## config.mk

```make
export PLATFORM = sky130hd
export DESIGN_NAME = packet_framer_crc8
export DESIGN_NICKNAME = d
export VERILOG_FILES = /design/src/design/pfc_pkg.sv /design/src/design/pfc_fifo.sv /design/src/design/pfc_front.sv /design/src/design/pfc_back.sv /design/src/design/packet_framer_crc8.sv
export SDC_FILE = /design/constraint.sdc
export NUM_CORES = 1
export LEC_CHECK = 0
export BUFFER_PORTS_ARGS = -buffer_cell sky130_fd_sc_hd__buf_2
export CAP_MARGIN = 0
export CORE_MARGIN = 4
export CORE_UTILIZATION = 50
export DETAILED_ROUTE_END_ITERATION = 12
export PLACE_DENSITY = 0.67
export SYNTH_ARGS = -nofsm -noshare
export SYNTH_HDL_FRONTEND = slang
export SYNTH_SLANG_ARGS = --single-unit
```

## constraint.sdc

```tcl
create_clock -name i_clk -period 8.52 [get_ports i_clk]
set_input_delay 0.426 -clock i_clk [delete_from_list [all_inputs] [get_ports i_clk]]
set_output_delay 0.426 -clock i_clk [all_outputs]
set_load 0.01 [all_outputs]
```

## src/design/pfc_pkg.sv

```systemverilog
`timescale 1ns / 1ps
// ----------------------------------------------------------------------------
// pfc_pkg: shared types and functions of the packet framer
// Item and result payloads, the command passed from front to back, the
// sequencer states and the CRC-8 byte update.
// ----------------------------------------------------------------------------
package pfc_pkg;

    localparam int CMD_DEPTH_DEF = 4;
    localparam int OUT_DEPTH_DEF = 2;

    localparam logic [7:0] CRC_POLY  = 8'h07;
    localparam logic [7:0] CRC_INIT  = 8'h00;

    localparam logic MODE_START = 1'b0;
    localparam logic MODE_DATA  = 1'b1;

    typedef struct packed {
        logic        mode;
        logic [7:0]  pkt_type;
        logic [15:0] payload_length;
        logic [7:0]  data_byte;
    } t_item;

    typedef struct packed {
        logic [7:0] out_byte;
        logic       end_of_packet;
    } t_result;

    typedef enum logic {
        CMD_START = 1'b0,
        CMD_DATA  = 1'b1
    } t_cmd_kind;

    // For a start command, last means the packet has no payload; for a data
    // command, last means this byte closes the packet.
    typedef struct packed {
        t_cmd_kind   kind;
        logic [7:0]  pkt_type;
        logic [15:0] payload_length;
        logic [7:0]  data_byte;
        logic        last;
    } t_cmd;

    typedef enum logic [2:0] {
        ST_HEAD,
        ST_TYPE,
        ST_LEN_LO,
        ST_LEN_HI,
        ST_CRC
    } t_back_state;

    function automatic logic [7:0] crc8_update(input logic [7:0] crc,
                                               input logic [7:0] data);
        logic [7:0] c;
        c = crc ^ data;
        for (int b = 0; b < 8; b++) begin
            if (c[7]) begin
                c = {c[6:0], 1'b0} ^ CRC_POLY;
            end else begin
                c = {c[6:0], 1'b0};
            end
        end
        return c;
    endfunction

endpackage

```

## src/design/pfc_fifo.sv

```systemverilog
`timescale 1ns / 1ps
// ----------------------------------------------------------------------------
// pfc_fifo: small synchronous queue
// Register array with read and write pointers and an occupancy count.
// ----------------------------------------------------------------------------
module pfc_fifo #(
    parameter int DEPTH = 4,
    parameter int WIDTH = 8
) (
    input  logic             i_clk,
    input  logic             i_rst_n,
    input  logic             i_push,
    input  logic [WIDTH-1:0] i_wdata,
    output logic             o_full,
    input  logic             i_pop,
    output logic [WIDTH-1:0] o_rdata,
    output logic             o_empty
);
    localparam int AW = (DEPTH > 1) ? $clog2(DEPTH) : 1;
    localparam int CW = $clog2(DEPTH + 1);

    logic [WIDTH-1:0] r_mem [DEPTH];
    logic [AW-1:0]    r_wr_ptr, n_wr_ptr;
    logic [AW-1:0]    r_rd_ptr, n_rd_ptr;
    logic [CW-1:0]    r_count, n_count;
    logic             w_do_push, w_do_pop;

    assign o_full    = (r_count == CW'(DEPTH));
    assign o_empty   = (r_count == '0);
    assign w_do_push = i_push && !o_full;
    assign w_do_pop  = i_pop && !o_empty;
    assign o_rdata   = r_mem[r_rd_ptr];

    always_comb begin
        n_wr_ptr = r_wr_ptr;
        n_rd_ptr = r_rd_ptr;
        n_count  = r_count;
        if (w_do_push) begin
            n_wr_ptr = (r_wr_ptr == AW'(DEPTH - 1)) ? '0 : r_wr_ptr + 1'b1;
        end
        if (w_do_pop) begin
            n_rd_ptr = (r_rd_ptr == AW'(DEPTH - 1)) ? '0 : r_rd_ptr + 1'b1;
        end
        if (w_do_push && !w_do_pop) begin
            n_count = r_count + 1'b1;
        end else if (w_do_pop && !w_do_push) begin
            n_count = r_count - 1'b1;
        end
    end

    always_ff @(posedge i_clk) begin
        if (!i_rst_n) begin
            r_wr_ptr <= '0;
            r_rd_ptr <= '0;
            r_count  <= '0;
        end else begin
            r_wr_ptr <= n_wr_ptr;
            r_rd_ptr <= n_rd_ptr;
            r_count  <= n_count;
        end
    end

    always_ff @(posedge i_clk) begin
        if (w_do_push) begin
            r_mem[r_wr_ptr] <= i_wdata;
        end
    end

endmodule

```

## src/design/pfc_front.sv

```systemverilog
`timescale 1ns / 1ps
// ----------------------------------------------------------------------------
// pfc_front: item classifier
// Tracks the open packet and its remaining payload count, drops stray payload
// items and turns the rest into commands for the back end.
// ----------------------------------------------------------------------------
module pfc_front (
    input  logic          i_clk,
    input  logic          i_rst_n,
    input  logic          i_push,
    input  pfc_pkg::t_item i_item,
    input  logic          i_cmd_full,
    output logic          o_cmd_push,
    output pfc_pkg::t_cmd o_cmd
);
    import pfc_pkg::*;

    logic        r_open, n_open;
    logic [15:0] r_remaining, n_remaining;
    logic        w_accept;

    assign w_accept = i_push && !i_cmd_full;

    always_comb begin
        n_open      = r_open;
        n_remaining = r_remaining;
        o_cmd_push  = 1'b0;
        o_cmd.kind           = CMD_START;
        o_cmd.pkt_type       = i_item.pkt_type;
        o_cmd.payload_length = i_item.payload_length;
        o_cmd.data_byte      = i_item.data_byte;
        o_cmd.last           = (i_item.payload_length == '0);
        if (i_item.mode == MODE_START) begin
            o_cmd_push = w_accept;
            if (w_accept) begin
                n_open      = (i_item.payload_length != '0);
                n_remaining = i_item.payload_length;
            end
        end else begin
            o_cmd.kind = CMD_DATA;
            o_cmd.last = (r_remaining == 16'd1);
            // A payload item with no packet open is swallowed here.
            o_cmd_push = w_accept && r_open;
            if (w_accept && r_open) begin
                n_remaining = r_remaining - 16'd1;
                n_open      = (r_remaining != 16'd1);
            end
        end
    end

    always_ff @(posedge i_clk) begin
        if (!i_rst_n) begin
            r_open      <= 1'b0;
            r_remaining <= '0;
        end else begin
            r_open      <= n_open;
            r_remaining <= n_remaining;
        end
    end

endmodule

```

## src/design/pfc_back.sv

```systemverilog
`timescale 1ns / 1ps
// ----------------------------------------------------------------------------
// pfc_back: byte sequencer
// Walks each command through its bytes, one per cycle while the result
// queue has room, with a running CRC-8, and holds the sync byte register.
// ----------------------------------------------------------------------------
module pfc_back (
    input  logic             i_clk,
    input  logic             i_rst_n,
    input  logic             i_cfg_wr_en,
    input  logic [7:0]       i_cfg_wr_data,
    input  pfc_pkg::t_cmd    i_cmd,
    input  logic             i_cmd_empty,
    output logic             o_cmd_pop,
    input  logic             i_out_full,
    output logic             o_out_push,
    output pfc_pkg::t_result o_result
);
    import pfc_pkg::*;

    t_back_state r_state, n_state;
    logic [7:0]  r_crc, n_crc;
    logic [7:0]  r_sync_byte;
    logic        w_go;

    assign w_go = !i_out_full && (r_state != ST_HEAD || !i_cmd_empty);

    // Next state.
    always_comb begin
        n_state = r_state;
        if (w_go) begin
            case (r_state)
                ST_HEAD: begin
                    if (i_cmd.kind == CMD_START) begin
                        n_state = ST_TYPE;
                    end else if (i_cmd.last) begin
                        n_state = ST_CRC;
                    end
                end
                ST_TYPE:   n_state = ST_LEN_LO;
                ST_LEN_LO: n_state = ST_LEN_HI;
                ST_LEN_HI: n_state = i_cmd.last ? ST_CRC : ST_HEAD;
                ST_CRC:    n_state = ST_HEAD;
                default:   n_state = ST_HEAD;
            endcase
        end
    end

    // Outputs and CRC.
    always_comb begin
        o_out_push             = w_go;
        o_cmd_pop              = 1'b0;
        o_result.out_byte      = r_sync_byte;
        o_result.end_of_packet = 1'b0;
        n_crc                  = r_crc;
        case (r_state)
            ST_HEAD: begin
                if (i_cmd.kind == CMD_START) begin
                    // The sync byte is not covered by the CRC.
                    o_result.out_byte = r_sync_byte;
                    n_crc             = CRC_INIT;
                end else begin
                    o_result.out_byte = i_cmd.data_byte;
                    n_crc             = crc8_update(r_crc, i_cmd.data_byte);
                    o_cmd_pop         = w_go && !i_cmd.last;
                end
            end
            ST_TYPE: begin
                o_result.out_byte = i_cmd.pkt_type;
                n_crc             = crc8_update(r_crc, i_cmd.pkt_type);
            end
            ST_LEN_LO: begin
                o_result.out_byte = i_cmd.payload_length[7:0];
                n_crc             = crc8_update(r_crc, i_cmd.payload_length[7:0]);
            end
            ST_LEN_HI: begin
                o_result.out_byte = i_cmd.payload_length[15:8];
                n_crc             = crc8_update(r_crc, i_cmd.payload_length[15:8]);
                o_cmd_pop         = w_go && !i_cmd.last;
            end
            ST_CRC: begin
                o_result.out_byte      = r_crc;
                o_result.end_of_packet = 1'b1;
                n_crc                  = CRC_INIT;
                o_cmd_pop              = w_go;
            end
            default: begin
                o_out_push = 1'b0;
            end
        endcase
    end

    always_ff @(posedge i_clk) begin
        if (!i_rst_n) begin
            r_state     <= ST_HEAD;
            r_crc       <= CRC_INIT;
            r_sync_byte <= '0;
        end else begin
            r_state <= n_state;
            if (w_go) begin
                r_crc <= n_crc;
            end
            if (i_cfg_wr_en) begin
                r_sync_byte <= i_cfg_wr_data;
            end
        end
    end

endmodule

```

## src/design/packet_framer_crc8.sv

```systemverilog
`timescale 1ns / 1ps
// An item goes as a command through the byte sequencer to the result queue.
// One payload item per cycle while neither queue is full; a start item holds the
// byte sequencer for its sync, type and both length bytes, plus the CRC byte
// when it has no payload; a closing payload item for its byte and the CRC byte.
// Reset is synchronous and clears both queues, the packet state and sync_byte.
// ----------------------------------------------------------------------------
// packet_framer_crc8: length-prefixed packet framer with CRC-8
// Front classifier, command queue, byte sequencer and result queue.
// ----------------------------------------------------------------------------
module packet_framer_crc8 #(
    parameter int CMD_DEPTH = pfc_pkg::CMD_DEPTH_DEF,
    parameter int OUT_DEPTH = pfc_pkg::OUT_DEPTH_DEF
) (
    input  logic             i_clk,
    input  logic             i_rst_n,
    input  logic             i_push,
    input  pfc_pkg::t_item   i_item,
    output logic             o_full,
    input  logic             i_pop,
    output pfc_pkg::t_result o_result,
    output logic             o_empty,
    input  logic             i_cfg_wr_en,
    input  logic [7:0]       i_cfg_wr_data
);
    import pfc_pkg::*;

    logic    w_cmd_push, w_cmd_pop, w_cmd_empty;
    t_cmd    w_cmd_in, w_cmd_out;
    logic    w_out_push, w_out_full;
    t_result w_res_in;

    pfc_front u_front (
        .i_clk      (i_clk),
        .i_rst_n    (i_rst_n),
        .i_push     (i_push),
        .i_item     (i_item),
        .i_cmd_full (o_full),
        .o_cmd_push (w_cmd_push),
        .o_cmd      (w_cmd_in)
    );

    pfc_fifo #(
        .DEPTH (CMD_DEPTH),
        .WIDTH ($bits(t_cmd))
    ) u_cmd_fifo (
        .i_clk   (i_clk),
        .i_rst_n (i_rst_n),
        .i_push  (w_cmd_push),
        .i_wdata (w_cmd_in),
        .o_full  (o_full),
        .i_pop   (w_cmd_pop),
        .o_rdata (w_cmd_out),
        .o_empty (w_cmd_empty)
    );

    pfc_back u_back (
        .i_clk         (i_clk),
        .i_rst_n       (i_rst_n),
        .i_cfg_wr_en   (i_cfg_wr_en),
        .i_cfg_wr_data (i_cfg_wr_data),
        .i_cmd         (w_cmd_out),
        .i_cmd_empty   (w_cmd_empty),
        .o_cmd_pop     (w_cmd_pop),
        .i_out_full    (w_out_full),
        .o_out_push    (w_out_push),
        .o_result      (w_res_in)
    );

    pfc_fifo #(
        .DEPTH (OUT_DEPTH),
        .WIDTH ($bits(t_result))
    ) u_out_fifo (
        .i_clk   (i_clk),
        .i_rst_n (i_rst_n),
        .i_push  (w_out_push),
        .i_wdata (w_res_in),
        .o_full  (w_out_full),
        .i_pop   (i_pop),
        .o_rdata (o_result),
        .o_empty (o_empty)
    );

endmodule

```

# After elaboration in Yosys (flattened, before gate mapping)
# Memories as Yosys holds them, arrays and structs flattened. A register that Yosys moved wholly into a read port is not among the register bits.
# Cells that the tools add are included.
# totals
ff_bits	47
ram_bits	154
input_bits	46
output_inout_bits	11
wordCells	210
mem_count	2
# memory_table
name	words	word_bits	read_ports	rd_ports_with_merged_regs	wr	line_no	source
u_cmd_fifo.r_mem	4	34	1	1	1	pfc_fifo.sv:22	logic [WIDTH-1:0] r_mem [DEPTH];
u_out_fifo.r_mem	2	9	1	1	1	pfc_fifo.sv:22	
# op_classes
add_sub_neg	9
eq_ne	12
mux	104
n_bitwise	36
reduce_logical	36
# ops
op	n
$mux W8	37
$mux W3	37
$not A3 Y3	32
$pmux W8 S5	2
$mux W16	3
$xor A8 B8 Y8	4
$mux W1	17
$eq A16 B1 Y1 const B	1
$logic_not A16 Y1	1
$ne A16 B1 Y1 const B	1
$reduce_bool A16 Y1	1
$sub A16 B1 Y16 const B	1
$logic_and A1 B1 Y1	12
$mux W2	6
$pmux W3 S4	1
$logic_not A1 Y1	9
$add A2 B1 Y2 const B	3
$eq A2 B2 Y1 const B	3
$eq A3 B2 Y1 const B	2
$eq A3 B3 Y1 const B	2
$logic_not A3 Y1	2
$reduce_and A2 Y1	3
$reduce_bool A2 Y1	3
$reduce_bool A5 Y1	1
12 further kinds	13

# Depth between registers and ports, before layout
# Gate-level depths: netlist (run 1).
# depth
ltp_word	33
mapped_depth	14
ltp_nobuf	11

# Modules after synthesis
# Synthesis (run 1) repeated with hierarchy kept, for this count alone.
# unflattened
cells_unflattened	702
area_unflattened_um2	10075.9
# modules_own_cells
mod	n_inst	cells_per_inst	area_each_um2	seq_area_each_um2
pfc_fifo (u_cmd_fifo)	1	229	5435.2	4264.1
pfc_back	1	235	2336.0	380.4
pfc_front	1	185	1423.9	340.3
pfc_fifo (u_out_fifo)	1	53	880.8	640.6

# Worst setup path before layout (run 1)
# Ideal clock, no wire load.
# synth_timing
path_type	register -> register
from	register (tool-made name)
to	register u_cmd_fifo.r_count[2]
setup_time_ns	0.070
arrival_ns	2.933
required_ns	8.450
path_slack_ns	5.516
stages_incl_launch_ff	15
path_buffers	3
period_less_slack_ns	3.004
cell_sequence	dfxtp_1 buf_6 buf_12 buf_12 mux4_1 nor2b_1 o21ai_1 a211oi_2 inv_1 ha_1 inv_1 fa_1 xor2_1 or3_1 a21oi_1
# synth_lines
element	line_no	source
end signal, assigned	pfc_fifo.sv:59	r_count <= n_count;
end, declared	pfc_fifo.sv:25	logic [CW-1:0] r_count, n_count;

# Worst setup path after layout (run 1)
# layout_timing
from	input i_item[32] (netlist name)
to	register u_cmd_fifo.r_count[2]
# layout_between
elab_chain_cells	5
word_cells_on_any_way	7
cone_classes	2 x mux; 5 x reduce/logical
# layout_rtl
element	line_no	source
start, declared	packet_framer_crc8.sv:18	input pfc_pkg::t_item i_item,
$mux W1 *	pfc_front.sv:33	if (i_item.mode == MODE_START) begin
$logic_and A1 B1 Y1 *	pfc_fifo.sv:30	assign w_do_push = i_push && !o_full;
$logic_not A1 Y1	pfc_fifo.sv:46	end else if (w_do_pop && !w_do_push) begin
$logic_and A1 B1 Y1	pfc_fifo.sv:46	
$reduce_bool A2 Y1 (no line)	-	
# Mark *: on every way between the ends. The rest lies on a longest branch, timed or not.
# A chain may end at the register's enable or synchronous reset.

==> results of run 1 <==
## critical path: stages
cell      delay, ns
buf_2          0.45
clkinv_1       0.62
o21ai_0        0.37
buf_4          0.25
clkinv_1       0.61
ha_1           0.49
inv_1          0.08
fa_1           0.18
xor2_1         0.08
or3_1          0.31
a21oi_1        0.14
## final cells by class
type / count / area, µm² / share of cell area, %
Sequential cell: 204 / 5630 / 52.6
Multi-Input combinational cell: 431 / 3680 / 34.4
Clock buffer: 26 / 544 / 5.09
Timing Repair Buffer: 64 / 340 / 3.18
Tap cell: 234 / 293 / 2.74
Clock inverter: 12 / 163 / 1.52
Inverter: 12 / 45.0 / 0.421
## per-stage QoR
stage                     instance area, µm²  instances
after floorplan                         9530        679
after global placement                  9990        945
after detailed placement                9990        945
after CTS                              10700        983
after global routing                   10700        983
final                                  10700        983
## cells in the mapped netlist, drive strengths merged (6+ instances only)
cell / number
dfxtp: 50
nor4: 6
mux4: 35
nand2b: 8
mux2i: 12
mux2: 9
edfxtp: 154
ha: 9
nand2: 38
inv: 9
a22oi: 20
clkbuf: 22
o21ai: 28
nor2: 41
xnor2: 63
xnor3: 11
buf: 10
nor2b: 6
nor3: 15
a21oi: 32
and2: 9
xor2: 24
nand4: 10
o22ai: 11
## final timing paths
| check | slack [ns] | depth (start not counted) | end |
|---|---|---|---|
| setup reg to reg | 5.16 | 12 | u_cmd_fifo.r_count[2] |
| hold reg to reg | 0.50 | 2 | u_front.r_remaining[3] |
| setup / recovery | 4.92 | 11 | u_cmd_fifo.r_count[2] |
| hold / removal | 0.14 | 1 | u_cmd_fifo.r_mem[1][29] |
## power groups by stage
stage	clock, mW	combinational, mW	sequential (mW)
detailed placement	0	1.69	1.36
global route	1.00	1.86	1.35
global placement	0	1.67	1.35
CTS	0.963	1.70	1.34
floorplan	0	1.40	1.31
finish	0.940	1.71	1.34
## layer usage
metal,global-route usage (%),up-vias,routed length (µm)
met3,3.48,43,1120
met1,26.4,2886,8900
li1,-,2697,-
met4,6.07,0,559
met2,30.8,202,9810
met5,0,-,0
## flip-flops by register name, summed over array words and instances, names as in the netlist, named ones only
register,count
u_cmd_fifo.r_mem,136
u_out_fifo.r_mem,18
u_front.r_remaining,16
u_back.r_crc,8
u_back.r_sync_byte,8
u_back.r_state,3
u_cmd_fifo.r_count,3
u_cmd_fifo.r_rd_ptr,2
u_cmd_fifo.r_wr_ptr,2
u_out_fifo.r_count,2
u_front.r_open,1
u_out_fifo.r_rd_ptr,1
u_out_fifo.r_wr_ptr,1
## cells by family (layout without fill, tap and decap cells)
group | Yosys count | in the layout | synth area share (%)
buffers and inverters | 44 | 114 | 2.31
AOI/OAI and AO/OA | 120 | 120 | 7.94
DFF | 204 | 204 | 59.0
muxes | 56 | 56 | 11.1
xor gates and xnor gates | 99 | 99 | 11.0
adders and majority gates | 10 | 10 | 1.39
and+or+nand+nor | 146 | 146 | 7.29
==> metrics.cfg, run 1 <==
[sta]
setup_viol=0
period_share_pct=42.3
rsz0062_at_grt=no
drv_slew=0
fmax_mhz=278
hold_viol_final=0
max_slew_margin_pct=37.4
setup_ws_ns=4.92
finalSetupTns_ns=0
period_needed_ns=3.60
holdWs_ns=0.142
skew_ns=0.0130
worst_pin_slew_ns=0.936

[synthesis]
syn_area_um2=9530
synth_edf_count=154
synth-async-reset-ratio_pct=0
ys_ff_latch=204
synthCells=679
yosysWarningCount=0
synth_top_area_cell=edfxtp_1
yosysUniqueCellTypes=55
ys_seq_area_share_pct=59.0
synth_top_area_share_pct=48.5
synth.area.top_cells=edfxtp_1, dfxtp_1, xnor2_1
synthesis.nets=735
syn_area_per_cell_um2=14.0
synth_flop_cell=edfxtp_1

[drt]
first_pass_iters=5
wl_per_cell_um=20.7
ant_nets=0
drt_wl_total_um=20400
viasPerCell=5.93
drc_errors=0
drtIter0Drc=429
routed-via-count=5828

[setup_path]
endpoint_kind=register
critPathKind=primary input to register
cp_data_required_time_ns=8.95
cp_max_fo=32
startpoint_type=primary input
crit_start=i_item[32]
worstPathArrival_ns=4.03

[die]
initial_core_util_pct=50.9
boundaryPins=57
die_w_um=146
chipHeight_um=146
rows=50
design.die.area_um2=21300
core_um2=18700

[clock_network]
cts_buffers=21
clock_latency_ns=0.50
cts_buffer_depth=3
cts_num_sinks=204
cts_resized=0
postCtsSetupRepairBufs=0
cts_tree=built
cts_hold_buf=0
cts_max_level=1
cts-root-buf=clkbuf_16
clk_pin_slew_ns=0.06

[pwr]
clkPwrFrac_pct=23.6
p_comb_share_pct=42.8
power.internal_mw=2.61
p_switching_mw=1.37
fin_total_pwr_mw=3.98
p_per_area_nw_per_um2=373
power_frac_seq_pct=33.6
p_leak_nw=3.71
netSwitchingFraction_pct=34.4
irDropWorstVdd_mv=0.175

[layout]
syn_to_final_growth_pct=12.2
antennaDiodeCount=0
layout-drive-gt1-share_pct=17.5
final_util_pct=57.2
fillers=1459
final_common_cell=edfxtp_1
nets=790
most-common-layout-cells=edfxtp_1, xnor2_1, buf_2

[global_route]
grt_max_degree=36
grt_util_all_layers_pct=19.0
grt_pass1_vias=5779
antenna_found_initial=0
grt_first_pass_wirelength_um=32500
gr-total-overflow=0

[place]
port-buffer-count=56
place_worst_setup_slack_ns=4.54
hpwl_um=13900
gp_congestion=0.893

[worst_hold_path]
min_from=i_item[28]
hp-class=primary input to register

[flow_run]
maxCapViolCount=0

[status]
status=complete, no violations

No activity file was read; power rests on OpenSTA's default activity.
==> inputs of run 2 (changes only) <==
--- a/config.mk
+++ b/config.mk
@@ -5,12 +5,13 @@
 export SDC_FILE = /design/constraint.sdc
 export NUM_CORES = 1
 export LEC_CHECK = 0
+export ABC_AREA = 1
 export BUFFER_PORTS_ARGS = -buffer_cell sky130_fd_sc_hd__buf_2
 export CAP_MARGIN = 0
 export CORE_MARGIN = 4
 export CORE_UTILIZATION = 50
 export DETAILED_ROUTE_END_ITERATION = 12
-export PLACE_DENSITY = 0.67
+export PLACE_DENSITY = 0.69
 export SYNTH_ARGS = -nofsm -noshare
 export SYNTH_HDL_FRONTEND = slang
 export SYNTH_SLANG_ARGS = --single-unit
==> constraint.sdc (replaced) <==
create_clock -name i_clk -period 3.3 [get_ports i_clk]
set_input_delay 0.165 -clock i_clk [delete_from_list [all_inputs] [get_ports i_clk]]
set_output_delay 0.165 -clock i_clk [all_outputs]
set_load 0.01 [all_outputs]
==> run 2 against run 1 <==
Against the previous run: clock power grew 140%; synthesized cell count is 66% higher; sequential power grew to 2.6 times the previous value; setup slack worse by 4.4 ns; register-to-register slack worse by 4.6 ns; wire length grew 21%; die area is 5.9% higher; utilization up 2.4 points; total power rose to 2.8 times the previous value; sequential cell count is the same; final cell count is 53% higher; critical endpoint unchanged; highest routed layer unchanged.
==> metrics.cfg, run 2 <==
[status]
status=complete, no violations  ; unchanged

[synthesis]
yosysWarningCount=0  ; unchanged
ys_top_cells_by_count=nand2_1, edfxtp_1, nand3_1  ; was edfxtp_1, xnor2_1, dfxtp_1
synth_top_area_share_pct=45.7  ; was 48.5%
synthSimpleGateAreaFrac_pct=25.3  ; was 7.29%
yosysMostFrequentCell=nand2_1  ; was edfxtp_1
ys_seq_area_share_pct=55.6  ; was 59.0%
synth_compound_area_share_pct=7.55  ; was 7.94%
synthXorXnorAreaFrac_pct=4.28  ; was 11.0%
synth_top_area_cell=edfxtp_1  ; unchanged
synth_flop_cell=edfxtp_1  ; unchanged
synth_adder_area_share_pct=1.31  ; was 1.39%
synthCells=1124  ; was 679
synth.area.top_cells=edfxtp_1, nand2_1, dfxtp_1  ; was edfxtp_1, dfxtp_1, xnor2_1
synthMuxAreaShare_pct=1.00  ; was 11.1%
syn_area_um2=10100  ; was 9530 µm²
synth-async-reset-ratio_pct=0  ; unchanged
yosysUniqueCellTypes=42  ; was 55
syn_area_per_cell_um2=9.01  ; was 14.0 µm²
synth_top_family_by_area=simple AND/OR/NAND/NOR gates  ; was multiplexers
synthesis.nets=1180  ; was 735
ys_ff_latch=204  ; unchanged
synth_edf_count=154  ; unchanged

[layout]
largestRegisters=u_cmd_fifo.r_mem (136), u_out_fifo.r_mem (18), u_front.r_remaining (16)  ; unchanged
regMostFlops=u_cmd_fifo.r_mem  ; unchanged
syn_to_final_growth_pct=16.1  ; was 12.2%
fin_area_um2=11800  ; was 10700 µm²
final_util_pct=59.6  ; was 57.2%
nets=1278  ; was 790
largest_reg_flops=136  ; unchanged
final_common_cell=nand2_1  ; was edfxtp_1
layout-drive-gt1-share_pct=12.4  ; was 17.5%
fillers=1666  ; was 1459
most-common-layout-cells=nand2_1, edfxtp_1, nand3_1  ; was edfxtp_1, xnor2_1, buf_2

[setup_path]
cpMostUsedCell=nand2_1  ; was clkinv_1
cpPeakStageDelay_ns=0.53  ; was 0.62 ns
cp_max_fo=18  ; was 32
critPathSlowestCell=dfxtp_2  ; was clkinv_1
worstPathArrival_ns=3.13  ; was 4.03 ns
cp_data_required_time_ns=3.69  ; was 8.95 ns
reg2reg_slack_ns=0.56  ; was 5.16 ns
critPathKind=register to register  ; was primary input to register
cp.depth=16  ; was 11
worstReg2RegEnd=u_cmd_fifo.r_count[2]  ; unchanged
crit_family=compound AO/OA/AOI/OAI gates  ; was buffers and inverters
r2r_cells=16  ; was 12
crit_chain=inv_2 -> nand2_1 -> nand3_1 -> nand2_1 -> inv_1 -> nand2_1 -> buf_4 -> o21ai_1 -> nand2_1 -> ha_1 -> inv_1 -> fa_1 -> a21oi_1 -> o21ai_0 -> o21ai_0 -> a21oi_1  ; was buf_2 -> clkinv_1 -> o21ai_0 -> buf_4 -> clkinv_1 -> ha_1 -> inv_1 -> fa_1 -> xor2_1 -> or3_1 -> a21oi_1
endpoint_kind=register  ; unchanged
startpoint_type=register  ; was primary input
crit_buf_inv=4  ; was 5

[sta]
period_needed_ns=2.74
hold_viol_final=0  ; unchanged
finalSetupTns_ns=0  ; unchanged
skew_ns=0.0278  ; was 0.0130 ns
holdWs_ns=0.0136  ; was 0.142 ns
max_slew_margin_pct=45.9  ; was 37.4%
fmax_mhz=365
period_share_pct=82.9
drv_slew=0  ; unchanged
setup_viol=0  ; unchanged
rsz0062_at_grt=no  ; unchanged
worst_pin_slew_ns=0.809  ; was 0.936 ns

[global_route]
grt_pass1_vias=7618  ; was 5779
grt_util_all_layers_pct=22.5  ; was 19.0%
gr-total-overflow=0  ; unchanged
grt_max_degree=53  ; was 36
antenna_found_initial=1  ; was 0
grt_first_pass_wirelength_um=39900  ; was 32500 µm

[place]
gp_congestion=0.932  ; was 0.893
hpwl_um=17200  ; was 13900 µm
port-buffer-count=56  ; unchanged
placed_area_um2=10700  ; was 9990 µm²

[die]
design.die.area_um2=22600  ; was 21300 µm²
core_um2=19700  ; was 18700 µm²
rows=51  ; was 50
chipHeight_um=150  ; was 146 µm
initial_core_util_pct=51.3  ; was 50.9%
boundaryPins=57  ; unchanged
die_w_um=150  ; was 146 µm

[clock_network]
cts_buffers=21  ; unchanged
cts_hold_buf=41  ; was 0
cts_buffer_depth=3  ; unchanged
cts_resized=0  ; unchanged
clock_latency_ns=0.51  ; was 0.50 ns
cts-root-buf=clkbuf_16  ; unchanged
cts_num_sinks=204  ; unchanged
clk_pin_slew_ns=0.06  ; about the same
postCtsSetupRepairBufs=0  ; unchanged
cts_tree=built  ; unchanged
cts_max_level=1  ; unchanged

[pwr]
p_per_area_nw_per_um2=962  ; was 373 nW/µm²
p_leak_nw=4.74  ; was 3.71 nW
irDropWorstVdd_mv=0.412  ; was 0.175 mV

[worst_hold_path]
min_from=i_cfg_wr_en  ; was i_item[28]
min_path_cells=3  ; was 1
hp-class=primary input to register  ; unchanged
worstHoldEndpoint=u_back.r_sync_byte[3]  ; was u_cmd_fifo.r_mem[1][29]

[drt]
drt_wl_total_um=24700  ; was 20400 µm
drtIter0Drc=757  ; was 429
viasPerCell=5.37  ; was 5.93
wl_per_cell_um=16.4  ; was 20.7 µm
routed-via-count=8070  ; was 5828
first_pass_iters=5  ; unchanged
ant_nets=0  ; unchanged
drc_errors=0  ; unchanged

[flow_run]
maxCapViolCount=0  ; unchanged

## run 2: how the worst max path moves through the flow
stage                                        end  slack (ns)             startpoint
after floorplan           u_cmd_fifo.r_mem[0][0]        0.51  u_cmd_fifo.r_count[0]
after global placement     u_cmd_fifo.r_count[2]        0.66               register
after detailed placement   u_cmd_fifo.r_count[2]        0.61               register
after CTS                  u_cmd_fifo.r_count[2]        0.60               register
after global routing             u_back.r_crc[2]        0.29               register
final                      u_cmd_fifo.r_count[2]        0.56               register
## run 2: logic make-up after synthesis
| family | after synthesis |
|---|---|
| AND/OR/NAND/NOR | 615 |
| flip-flops | 204 |
| AO/OA/AOI/OAI | 135 |
| buffers and inverters | 114 |
| XOR/XNOR | 37 |
| adder cells (fa/ha/maj) | 10 |
| multiplexers | 9 |
## run 2: area by class of cell
class	count	area, µm²	area share [%]
sequential	204	5630	47.9
multi-input combinational	806	4030	34.3
timing repair buffer	116	833	7.09
clock buffer	29	576	4.90
tap	265	332	2.82
inverter	73	277	2.35
clock inverter	9	80.1	0.681
antenna	1	2.50	0.0213
## run 2: power by group
group          internal [mW]  switching, mW
combinational           1.82           3.72
clock                   1.30          0.947
sequential              3.26          0.252
## run 2: layer usage
layer  up-vias  share of wire [%]  track usage (%)  wire, µm
met1      3768                 44             30.7     10900
met4         0                2.5             6.13       617
li1       3999                  -                -         -
met2       262                 48             37.9     11700
met5         -                  0                0         0
met3        41                5.6             2.89      1380
## run 2: stage by stage
step | setup WS [ns] | power (mW) | std cells
floorplan | 0.512 | 7.66 | 1124
global placement | 0.655 | 8.92 | 1423
detailed placement | 0.613 | 9.00 | 1423
CTS | 0.597 | 11.3 | 1502
global route | 0.291 | 12.3 | 1503
finish | 0.564 | 11.3 | 1503
## run 2: tightest hold or removal path, stage by stage
cell and delay, ns:
buf_2 0.15, o21ai_0 0.10, nor2_1 0.07
==> inputs of run 3 (changes only) <==
--- a/config.mk
+++ b/config.mk
@@ -11,7 +11,7 @@
 export CORE_MARGIN = 4
 export CORE_UTILIZATION = 50
 export DETAILED_ROUTE_END_ITERATION = 12
-export PLACE_DENSITY = 0.69
+export PLACE_DENSITY = 0.66
 export SYNTH_ARGS = -nofsm -noshare
 export SYNTH_HDL_FRONTEND = slang
 export SYNTH_SLANG_ARGS = --single-unit
==> constraint.sdc (replaced) <==
create_clock -name i_clk -period 2.8 [get_ports i_clk]
set_input_delay 0.14 -clock i_clk [delete_from_list [all_inputs] [get_ports i_clk]]
set_output_delay 0.14 -clock i_clk [all_outputs]
set_load 0.01 [all_outputs]
==> run 3 against run 2 <==
Against the previous run: setup slack worse by 0.16 ns; wire length up 0.83%; count of clock-buffer cells in the layout unchanged; sequential share of layout area down 0.68 points; combinational power up 21%; critical path type unchanged; die area unchanged.
==> metrics.cfg, run 3 (synthesized netlist as in run 2, its figures left out) <==
[die]
initial_core_util_pct=51.3  ; unchanged
chipHeight_um=150  ; unchanged
boundaryPins=57  ; unchanged
core_um2=19700  ; unchanged
die_w_um=150  ; unchanged
rows=51  ; unchanged
design.die.area_um2=22600  ; unchanged

[layout]
final_common_cell=nand2_1  ; unchanged
largest_reg_flops=136  ; unchanged
largestRegisters=u_cmd_fifo.r_mem (136), u_out_fifo.r_mem (18), u_front.r_remaining (16)  ; unchanged
regMostFlops=u_cmd_fifo.r_mem  ; unchanged
syn_to_final_growth_pct=17.8  ; was 16.1%
nets=1294  ; was 1278
layout-drive-gt1-share_pct=13.1  ; was 12.4%
most-common-layout-cells=nand2_1, edfxtp_1, nand3_1  ; unchanged

[setup_path]
crit_family=simple AND/OR/NAND/NOR gates  ; was compound AO/OA/AOI/OAI gates
cpMostUsedCell=nand2_1  ; unchanged
cpPeakStageDelay_ns=0.48  ; was 0.53 ns
worstPathArrival_ns=2.79  ; was 3.13 ns
startpoint_type=register  ; unchanged
critPathKind=register to register  ; unchanged
crit_chain=inv_2 -> buf_4 -> nand2_1 -> nand3_1 -> nand2_1 -> nand2_1 -> nand2_1 -> nand2_1 -> nand2_1 -> nand2_1 -> nand2_2 -> inv_2 -> nand2_1 -> nand3_1 -> nand3_1 -> nor2_1 -> nor2_1  ; was inv_2 -> nand2_1 -> nand3_1 -> nand2_1 -> inv_1 -> nand2_1 -> buf_4 -> o21ai_1 -> nand2_1 -> ha_1 -> inv_1 -> fa_1 -> a21oi_1 -> o21ai_0 -> o21ai_0 -> a21oi_1
cp_data_required_time_ns=3.20  ; was 3.69 ns
crit_buf_inv=3  ; was 4
cp_max_fo=52  ; was 18
critPathSlowestCell=buf_4  ; was dfxtp_2
endpoint_kind=register  ; unchanged

[global_route]
antenna_found_initial=1  ; unchanged
grt_max_degree=53  ; unchanged
grt_util_all_layers_pct=22.2  ; was 22.5%
grt_pass1_vias=7516  ; was 7618
grt_first_pass_wirelength_um=39300  ; was 39900 µm
gr-total-overflow=0  ; unchanged

[sta]
finalSetupTns_ns=0  ; unchanged
period_share_pct=85.5  ; was 82.9%
drv_slew=0  ; unchanged
hold_viol_final=0  ; unchanged
worst_pin_slew_ns=0.600  ; was 0.809 ns
max_slew_margin_pct=59.7  ; was 45.9%
rsz0062_at_grt=no  ; unchanged
setup_viol=0  ; unchanged
skew_ns=0.00911  ; was 0.0278 ns
period_needed_ns=2.39  ; was 2.74 ns
fmax_mhz=418  ; was 365 MHz

[status]
status=complete, no violations  ; unchanged

[drt]
dr_wl_met3_um=1500  ; was 1380 µm
ant_nets=0  ; unchanged
drtIter0Drc=654  ; was 757
wl_per_cell_um=16.4  ; about the same
routed-via-count=8086  ; was 8070
topRoutingLayerUsed=met4  ; unchanged
first_pass_iters=5  ; unchanged
dr_wl_met2_um=11900  ; was 11700 µm
drc_errors=0  ; unchanged
wl_met1_um=10900  ; about the same
viasPerCell=5.32  ; was 5.37
drt_wl_total_um=24900  ; was 24700 µm

[clock_network]
cts-root-buf=clkbuf_16  ; unchanged
cts_buffers=22  ; was 21
cts_tree=built  ; unchanged
cts_buffer_depth=3  ; unchanged
clk_pin_slew_ns=0.06  ; about the same
cts_max_level=1  ; unchanged
cts_resized=0  ; unchanged
clock_latency_ns=0.52  ; was 0.51 ns
cts_num_sinks=204  ; unchanged

[pwr]
fin_total_pwr_mw=13.6  ; was 11.3 mW
p_leak_nw=4.84  ; was 4.74 nW
irDropWorstVdd_mv=0.547  ; was 0.412 mV
p_per_area_nw_per_um2=1140  ; was 962 nW/µm²

[flow_run]
maxCapViolCount=0  ; unchanged

[place]
gp_congestion=0.916  ; was 0.932
port-buffer-count=56  ; unchanged
hpwl_um=17000  ; was 17200 µm

[worst_hold_path]
hp-class=primary input to register  ; unchanged

==> run 3: cell count changes in the layout (fill, tap and decap cells not counted), sizes merged <==
cell and change:
inv -1, dlygate4sd3 +6, clkinv +4, buf +9, clkinvlp -1
==> run 3: cell type report <==
cell class              count  area (µm²)
diodes                      1        2.50
clock buffers              29         587
clock inverters            11         111
fillers                  1634        7790
inverters                  73         277
multi-input cells         806        4030
flip-flops and latches    204        5630
well taps                 265         332
repair buffers            131         961
==> run 3: per-layer routing <==
layer | GRT usage (%) | vias up
li1 | - | 4035
met3 | 3.73 | 36
met1 | 29.5 | 3768
met2 | 37.5 | 247
met5 | 0 | -
met4 | 6.40 | 0
==> run 3: through the flow <==
| stage | worst slack, ns | instance area (µm²) | hold WS, ns | utilization (%) | std cells |
|---|---|---|---|---|---|
| 3_3_place_gp | 0.499 | 10800 | 0.355 | 54.5 | 1432 |
| 3_5_place_dp | 0.466 | 10800 | 0.357 | 54.5 | 1432 |
| 6_report | 0.406 | 11900 | 0.0120 | 60.5 | 1520 |
| 5_1_grt | 0.102 | 11900 | 0.0662 | 60.5 | 1520 |
| 2_1_floorplan | 0.0123 | 10100 | 0.239 | - | 1124 |
| 4_1_cts | 0.431 | 11900 | 0.00145 | 60.5 | 1519 |
==> run 3: power breakdown <==
part	switching, mW	total (mW)	leakage [nW]	internal, mW
registers	0.242	4.09	1.82	3.84
clock network	1.17	2.75	0.336	1.59
logic	4.50	6.73	2.68	2.22
total	5.91	13.6	4.84	7.66
==> run 3: worst paths after layout <==
check                       from  depth (start not counted)               endpoint  slack (ns)
setup reg to reg        register                         17        u_back.r_crc[2]        0.41
setup / recovery        register                         17        u_back.r_crc[2]        0.41
hold / removal       i_cfg_wr_en                          3  u_back.r_sync_byte[0]        0.01
hold reg to reg   u_front.r_open                          2         u_front.r_open        0.48
==> run 3: what timing repair did <==
item	in CTS	in global routing
setup buffers	0	0
hold endpoints to repair	139	0
hold buffers	47	0
setup endpoints to repair	0	0
==> run 3: tightest hold or removal path, cell delays in order <==
cell and delay, ns:
buf_2 0.15, o21ai_0 0.10, nor2_1 0.09
